[src/design/qrcw_pkg.sv]
// ----------------------------------------------------------------------------
// qrcw_pkg
// Shared types and constants of the congestion window unit
// ----------------------------------------------------------------------------
package qrcw_pkg;

   localparam int WW = 32;
   localparam int TW = 64;
   localparam int CSR_DATA_W = 21;
   localparam int CSR_IDX_W = 3;
   localparam int QDEPTH = 2;

   localparam logic [CSR_IDX_W-1:0] CSR_MDS   = 3'd0;
   localparam logic [CSR_IDX_W-1:0] CSR_MINW  = 3'd1;
   localparam logic [CSR_IDX_W-1:0] CSR_INITW = 3'd2;
   localparam logic [CSR_IDX_W-1:0] CSR_DELAY = 3'd3;
   localparam logic [CSR_IDX_W-1:0] CSR_GRAN  = 3'd4;
   localparam logic [CSR_IDX_W-1:0] CSR_PF    = 3'd5;

   // register values after reset
   localparam logic [15:0] MDS_RST   = 16'd1200;
   localparam logic [16:0] MINW_RST  = 17'd2400;
   localparam logic [20:0] INITW_RST = 21'd12000;
   localparam logic [13:0] DELAY_RST = 14'd25;
   localparam logic [15:0] GRAN_RST  = 16'd1000;
   localparam logic [3:0]  PF_RST    = 4'd3;

   localparam logic [1:0] ACT_SENT    = 2'd0;
   localparam logic [1:0] ACT_ACKED   = 2'd1;
   localparam logic [1:0] ACT_LOST    = 2'd2;
   localparam logic [1:0] ACT_MIGRATE = 2'd3;

   typedef struct packed {
      logic [1:0]    action;
      logic          flight_counted;
      logic [15:0]   packet_bytes;
      logic [TW-1:0] sent_time_us;
      logic          app_capped;
      logic          wants_ack;
      logic          group_end;
      logic [TW-1:0] now_us;
      logic [31:0]   smoothed_rtt_us;
      logic [31:0]   rtt_variance_us;
      logic [TW-1:0] first_sample_time_us;
      logic          sender_blocked;
   } req_type;

   typedef struct packed {
      logic [31:0] window_bytes;
      logic [31:0] flight_bytes;
      logic [32:0] window_left;
      logic [31:0] threshold_bytes;
      logic        wake_sender;
   } rsp_type;

   // classified item handed from front to back
   typedef struct packed {
      req_type     req;
      logic        is_sent;
      logic        is_ack;
      logic        is_loss;
      logic        is_mig;
      logic [TW+1:0] period;
   } item_type;

   typedef enum logic [5:0] {
      ST_IDLE  = 6'b000001,
      ST_EXEC  = 6'b000010,
      ST_MUL   = 6'b000100,
      ST_DIV   = 6'b001000,
      ST_ADD   = 6'b010000,
      ST_OUT   = 6'b100000
   } state_type;

endpackage

[src/design/qrcw_if.sv]
// ----------------------------------------------------------------------------
// qrcw_if
// Valid/ready channel carrying one payload beat
// ----------------------------------------------------------------------------
interface qrcw_if #(parameter type payload_type = logic) ();
   logic        valid;
   logic        ready;
   payload_type payload;
   modport source (output valid, output payload, input ready);
   modport sink (input valid, input payload, output ready);
endinterface

[src/design/qrcw_back.sv]
// ----------------------------------------------------------------------------
// qrcw_back
// Carries out queued items against the window state; ack group ends in
// congestion avoidance run a bit-serial divider
// ----------------------------------------------------------------------------
module qrcw_back (
   input  logic                  clock,
   input  logic                  reset,
   input  logic                  q_valid,
   input  qrcw_pkg::item_type    q_item,
   output logic                  q_pop,
   qrcw_if.source                rsp,
   input  logic [15:0]           mds_i,
   input  logic [16:0]           minw_i,
   input  logic [20:0]           initw_i
);
   localparam int W = qrcw_pkg::WW;
   localparam int T = qrcw_pkg::TW;
   localparam logic [W-1:0] WMAX = '1;

   qrcw_pkg::state_type st_ff;
   qrcw_pkg::item_type  it_ff;
   logic [W-1:0] cwnd_ff, ssth_ff, out_ff, acc_ff;
   logic [T-1:0] rstart_ff, llt_ff, el_ff, ll_ff;
   logic         full_ff, open_ff;
   logic [W+16-1:0] prod_ff;
   logic [W+16-1:0] rem_ff;
   logic [W+16-1:0] quo_ff;
   logic [6:0]   bit_ff;
   logic [W-1:0] div_ff;
   logic         wake_ff;
   logic         rv_ff;
   qrcw_pkg::rsp_type rsp_ff;

   logic [W-1:0] initw, minw, half;
   logic [W+16:0] rem_sh;

   assign initw = W'(initw_i);
   assign minw  = W'(minw_i);
   assign half  = cwnd_ff >> 1;
   assign rem_sh = {rem_ff, prod_ff[W+16-1]};

   function automatic logic [W-1:0] sat_add(logic [W-1:0] a, logic [W-1:0] b);
      logic [W:0] s;
      s = {1'b0, a} + {1'b0, b};
      return s[W] ? WMAX : s[W-1:0];
   endfunction

   function automatic logic [W-1:0] sat_sub(logic [W-1:0] a, logic [W-1:0] b);
      return (a > b) ? a - b : '0;
   endfunction

   assign q_pop = (st_ff == qrcw_pkg::ST_IDLE) && q_valid;

   always_ff @(posedge clock) begin
      if (reset) begin
         st_ff <= qrcw_pkg::ST_IDLE;
         cwnd_ff <= W'(qrcw_pkg::INITW_RST);
         ssth_ff <= WMAX;
         out_ff <= '0;
         rstart_ff <= '0;
         acc_ff <= '0;
         full_ff <= 1'b0;
         open_ff <= 1'b0;
         llt_ff <= '0;
         el_ff <= '1;
         ll_ff <= '0;
         rv_ff <= 1'b0;
      end else begin
         if (rv_ff && rsp.ready && st_ff != qrcw_pkg::ST_OUT) rv_ff <= 1'b0;
         case (st_ff)
            qrcw_pkg::ST_IDLE: begin
               if (q_valid) begin
                  it_ff <= q_item;
                  st_ff <= qrcw_pkg::ST_EXEC;
               end
            end
            qrcw_pkg::ST_EXEC: begin : exec
               logic [W-1:0] o, a, cw, ss;
               logic [T-1:0] lt, e, l, rs;
               logic f, op, wk;
               qrcw_pkg::state_type nx;
               o = out_ff; a = acc_ff; cw = cwnd_ff; ss = ssth_ff;
               lt = llt_ff; e = el_ff; l = ll_ff; rs = rstart_ff; f = full_ff;
               op = open_ff; wk = 1'b0; nx = qrcw_pkg::ST_OUT;
               if (it_ff.is_sent) begin
                  if (it_ff.req.flight_counted) o = sat_add(o, W'(it_ff.req.packet_bytes));
               end else if (it_ff.is_mig) begin
                  cw = initw; rs = '0; ss = WMAX;
               end else begin
                  if (!open_ff) begin
                     f = o >= cw;
                     op = 1'b1;
                  end
                  if (it_ff.is_ack) begin
                     if (it_ff.req.flight_counted) begin
                        o = sat_sub(o, W'(it_ff.req.packet_bytes));
                        if (f && !it_ff.req.app_capped && it_ff.req.sent_time_us > rs)
                           a = sat_add(a, W'(it_ff.req.packet_bytes));
                     end
                     if (it_ff.req.group_end) begin
                        wk = it_ff.req.sender_blocked;
                        op = 1'b0;
                        if (cw < ss) begin
                           cw = sat_add(cw, a);
                           a = '0;
                        end else begin
                           nx = qrcw_pkg::ST_MUL;
                        end
                     end
                  end else begin
                     if (it_ff.req.flight_counted) begin
                        o = sat_sub(o, W'(it_ff.req.packet_bytes));
                        if (it_ff.req.sent_time_us > lt) lt = it_ff.req.sent_time_us;
                     end
                     if (it_ff.req.sent_time_us > it_ff.req.first_sample_time_us
                         && it_ff.req.wants_ack) begin
                        if (it_ff.req.sent_time_us < e) e = it_ff.req.sent_time_us;
                        if (it_ff.req.sent_time_us > l) l = it_ff.req.sent_time_us;
                     end
                     if (it_ff.req.group_end) begin
                        if (lt != '0 && lt > rs) begin
                           rs = it_ff.req.now_us;
                           ss = (half > minw) ? half : minw;
                           cw = ss;
                        end
                        if (it_ff.req.first_sample_time_us != '0 && e <= l
                            && {2'b00, l - e} >= it_ff.period)
                           cw = minw;
                        lt = '0; e = '1; l = '0;
                        op = 1'b0;
                     end
                  end
               end
               out_ff <= o; acc_ff <= a; cwnd_ff <= cw; ssth_ff <= ss;
               llt_ff <= lt; el_ff <= e; ll_ff <= l; rstart_ff <= rs; full_ff <= f;
               open_ff <= op; wake_ff <= wk; st_ff <= nx;
            end
            qrcw_pkg::ST_MUL: begin
               prod_ff <= (W+16)'(acc_ff) * (W+16)'(mds_i);
               div_ff <= (cwnd_ff == '0) ? W'(1) : cwnd_ff;
               rem_ff <= '0;
               quo_ff <= '0;
               bit_ff <= 7'(W+16);
               acc_ff <= '0;
               st_ff <= qrcw_pkg::ST_DIV;
            end
            qrcw_pkg::ST_DIV: begin
               // restoring division, one quotient bit a cycle
               if (rem_sh >= {{17{1'b0}}, div_ff}) begin
                  rem_ff <= (W+16)'(rem_sh - {{17{1'b0}}, div_ff});
                  quo_ff <= {quo_ff[W+16-2:0], 1'b1};
               end else begin
                  rem_ff <= rem_sh[W+16-1:0];
                  quo_ff <= {quo_ff[W+16-2:0], 1'b0};
               end
               prod_ff <= prod_ff << 1;
               bit_ff <= bit_ff - 7'd1;
               if (bit_ff == 7'd1) st_ff <= qrcw_pkg::ST_ADD;
            end
            qrcw_pkg::ST_ADD: begin
               cwnd_ff <= (quo_ff[W+16-1:W] != '0) ? WMAX : sat_add(cwnd_ff, quo_ff[W-1:0]);
               st_ff <= qrcw_pkg::ST_OUT;
            end
            qrcw_pkg::ST_OUT: begin
               if (!rv_ff || rsp.ready) begin
                  rv_ff <= 1'b1;
                  rsp_ff.window_bytes <= 32'(cwnd_ff);
                  rsp_ff.flight_bytes <= 32'(out_ff);
                  rsp_ff.window_left <= 33'({1'b0, cwnd_ff} - {1'b0, out_ff});
                  rsp_ff.threshold_bytes <= 32'(ssth_ff);
                  rsp_ff.wake_sender <= wake_ff;
                  st_ff <= qrcw_pkg::ST_IDLE;
               end
            end
            default: st_ff <= qrcw_pkg::ST_IDLE;
         endcase
      end
   end

   assign rsp.valid = rv_ff;
   assign rsp.payload = rsp_ff;
endmodule
[src/flat_wrapper.sv]
// flat-port wrapper written by rule: the top's interface ports become plain ports
module qrcw_back_flat 
  (clock, reset, q_valid, q_item, q_pop, mds_i, minw_i, initw_i, rsp_valid, rsp_payload, rsp_ready);
  qrcw_if rsp_i ();
  input  logic clock;
  input  logic reset;
  input  logic q_valid;
  input  qrcw_pkg::item_type q_item;
  output logic q_pop;
  input  logic [15:0] mds_i;
  input  logic [16:0] minw_i;
  input  logic [20:0] initw_i;
  output wire logic [$bits(rsp_i.valid)-1:0] rsp_valid;
  output wire logic [$bits(rsp_i.payload)-1:0] rsp_payload;
  input wire logic [$bits(rsp_i.ready)-1:0] rsp_ready;
  assign rsp_valid = rsp_i.valid;
  assign rsp_payload = rsp_i.payload;
  assign rsp_i.ready = rsp_ready;
  qrcw_back u_core (.clock(clock), .reset(reset), .q_valid(q_valid), .q_item(q_item), .q_pop(q_pop), .rsp(rsp_i), .mds_i(mds_i), .minw_i(minw_i), .initw_i(initw_i));
endmodule
[config.mk]
export PLATFORM = sky130hd
export DESIGN_NAME = qrcw_back_flat
export DESIGN_NICKNAME = d
export VERILOG_FILES = /design/src/design/qrcw_pkg.sv /design/src/design/qrcw_if.sv /design/src/design/qrcw_back.sv /design/src/flat_wrapper.sv
export SDC_FILE = /design/constraint.sdc
export NUM_CORES = 2
export LEC_CHECK = 0
export ABC_AREA = 1
export BUFFER_PORTS_ARGS = -buffer_cell sky130_fd_sc_hd__buf_2
export CAP_MARGIN = 5
export CORE_MARGIN = 1
export CORE_UTILIZATION = 50
export CTS_CLUSTER_DIAMETER = 100
export DETAILED_ROUTE_END_ITERATION = 8
export GPL_TIMING_DRIVEN = 1
export HOLD_SLACK_MARGIN = 0.1
export PLACE_DENSITY = 0.73
export SYNTH_ARGS = -nofsm -noshare
export SYNTH_HDL_FRONTEND = slang
export SYNTH_SLANG_ARGS = --single-unit
[constraint.sdc]
create_clock -name clock -period 30.9 [get_ports clock]
set_input_delay 6.18 -clock clock [delete_from_list [all_inputs] [get_ports clock]]
set_output_delay 6.18 -clock clock [all_outputs]
set_load 0.01 [all_outputs]
==> flow_metrics.py <==
metrics = {
    "run_status": {
        "status": "complete, no violations",
    },
    "layout": {
        "fin_nets": 12300,
        "synthToLayoutAreaGrowth_pct": 8.67,
        "utilization": 0.550,
        "drive_above_1_share": 0.0638,
    },
    "floorplan": {
        "die_h_um": 398,
        "coreArea_um2": 155000,
        "dieArea_um2": 158000,
        "start_util": 0.506,
        "die_w_um": 398,
        "io_pins": 410,
        "row_count": 144,
    },
    "power_and_ir_drop": {
        "peakVddDrop_mv": 0.0470,
        "cellPowerDensity_nw_per_um2": 34.4,
        "power.leakage_nw": 40.7,
    },
    "synth": {
        "postSynthAreaPerCell_um2": 7.47,
        "syn_nets": 12200,
        "yosysMostFrequentCell": "nand2_1",
        "synth_commonest_cells": "2445 x nand2_1, 1760 x inv_1, 1025 x a21oi_1",
        "synth_edf_count": 467,
        "synth-main-ff-cell": "edfxtp_1",
        "synth_cells": 10500,
        "ys_async_sr_fraction": 0,
        "synth-seq-cells": 860,
        "synth_top_area_share": 0.179,
        "yosys-top-cells-area": "edfxtp_1 18%, ha_1 14%, nand2_1 12%, fa_1 11%, dfxtp_1 10%",
        "synth_area_um2": 78400,
        "seq_area_frac_synth": 0.279,
        "synth.distinct_cells": 59,
        "yosys.area.top_type": "edfxtp_1",
        "ys_warn_count": 0,
    },
    "sta": {
        "slew_headroom": 0.163,
        "hold_viol": 0,
        "setup_violations": 0,
        "clock_skew_ps": 72.7,
        "worstMarginPinSlew_ps": 1250,
        "clock.fmax_mhz": 74.9,
        "timing.final.ws_setup_ps": 17540,
        "maxSlewViolCount": 0,
        "fin_crit_sh": 0.432,
        "setup_tns_ps": 0,
        "post-route-min-period_ps": 13360,
        "rsz0062_at_grt": "false",
    },
    "routing": {
        "ant_nets": 0,
        "drt_drc_violations_left": 0,
        "wire_per_inst_um": 19.7,
        "drt_wl_total_mm": 251,
        "firstDrtPassIters": 8,
        "drt_iter0_markers": 7013,
        "via_per_inst": 5.67,
        "via_count": 72200,
    },
    "clocking": {
        "h-tree-depth": 3,
        "worst_skew_pair.late_latency_ps": 770,
        "cts.clk_slew.worst_paths_ps": 60,
        "holdBufCountCts": 0,
        "cts_setup_buffers": 0,
        "ctsRootBufferMaster": "clkbuf_16",
        "numCtsBuffers": 100,
        "ctsResizeCount": 0,
        "cts.sinks": 860,
        "cts_tree": "done",
        "clockBufferDepth": 3,
    },
    "grt": {
        "grt.overflow.total": 0,
        "grt_pass1_wl_mm": 387,
        "grt_pass1_vias": 69600,
        "grt_max_degree": 193,
        "grt_usage": 0.313,
        "antenna_found_initial": 11,
    },
    "place": {
        "portBuffers": 342,
        "place_congestion": 1.02,
        "pre_cts_ws_ps": 17320,
        "hpwl_mm": 193,
    },
    "critical_path": {
        "rrSetupSlack_ps": 19340,
        "start_kind": "primary input",
        "crit_start": "q_valid",
        "arrival_ps": 7180,
        "crit_required_ps": 24720,
        "r2r_end": "u_core.cwnd_ff[0]$_SDFFE_PP0P_",
        "worst-setup-path-type": "primary input to output pin",
        "reg2reg_from": "u_core.it_ff[269]$_DFFE_PP_",
        "reg2regPathDepth": 46,
        "cp_max_fo": 3,
        "crit_path_end_kind": "output pin",
    },
    "flow_run": {
        "maxCapViolations": 0,
    },
    "worst_hold_path": {
        "min_to": "u_core.rsp.payload$_DFFE_PP_",
        "hold_depth": 0,
        "hold_path_class": "register to register",
        "min-delay-start": "u_core.wake_ff$_SDFFCE_PP0P_",
    },
}
-- cells by family after synthesis --
logic type | after synthesis | synth area share
AOI/OAI and AO/OA | 1907 | 0.133
xor gates and xnor gates | 216 | 0.0241
and+or+nand+nor | 4039 | 0.212
DFF | 860 | 0.279
adders and majority gates | 1282 | 0.245
buffers and inverters | 2193 | 0.107
-- worst max-delay path by stage --
stage / endpoint / slack, ps / depth (start not counted)
finish: q_pop / 17540 / 4
global route: u_core.prod_ff[37]$_DFFE_PP_ / 17310 / 27
CTS: q_pop / 17530 / 4
detailed placement: u_core.prod_ff[37]$_DFFE_PP_ / 17320 / 27
global placement: u_core.prod_ff[37]$_DFFE_PP_ / 17380 / 27
floorplan: u_core.it_ff[0]$_DFFE_PP_ / 4100 / 3
-- metal layers --
layer  up-vias  global-route usage  routed length (um)
met4         4               0.142               12700
met2      3159               0.519              117000
met5         -                   0                  18
li1      34300                   -                   -
met3       615              0.0463               20700
met1     34100               0.402              101000
-- sequential cells by signal, indices dropped and copies added, names as in the netlist, 48 cells and up --
register	count
u_core.prod_ff	48
u_core.ll_ff	64
u_core.llt_ff	64
u_core.el_ff	64
u_core.rstart_ff	64
u_core.quo_ff	48
u_core.rem_ff	48
u_core.it_ff	282
-- worst max-delay path, stage by stage --
cell	delay (ps)
buf_2	180
inv_1	100
nor2_1	460
buf_2	250
-- layout by cell type, fill, tap and decap left out, types with 60 or more instances in the layout --
cell type	count
fa_1	425
xor2_1	139
xnor2_1	77
nand3_1	398
o21a_1	63
nand2_1	2444
nand4_1	120
ha_1	857
a21oi_1	1024
dfxtp_1	393
nor2_1	781
edfxtp_1	467
nor3_1	101
buf_2	341
o21ai_0	522
inv_1	1758
buf_4	92
nor4_1	75
a31oi_1	60
clkbuf_16	102
-- metrics by stage --
stage               total power, mW  area [um^2]  instances  hold WS, ps
global route                   3.04        85200      12700          432
detailed placement             1.70        81700      12500          409
global placement               1.69        81700      12500          411
floorplan                      1.56        78400      10500          400
CTS                            2.94        85200      12700          426
finish                         2.93        85200      12700          420
-- layout make-up --
class                      instances  area (um^2)
fill                           14500        69600
multi-input combinational       7444        48200
sequential                       860        21900
inverter                        1765         6630
clock buffer                     122         2660
tap                             2044         2560
timing repair buffer             435         2430
clock inverter                    67          761
antenna                            3         7.51
-- where the power goes --
group	switching [mW]	total (mW)	internal (mW)
combinational	0.283	0.423	0.140
clock	0.534	1.25	0.712
sequential	0.0319	1.26	1.23
total	0.848	2.93	2.08
(Power assumes the default switching activity.)
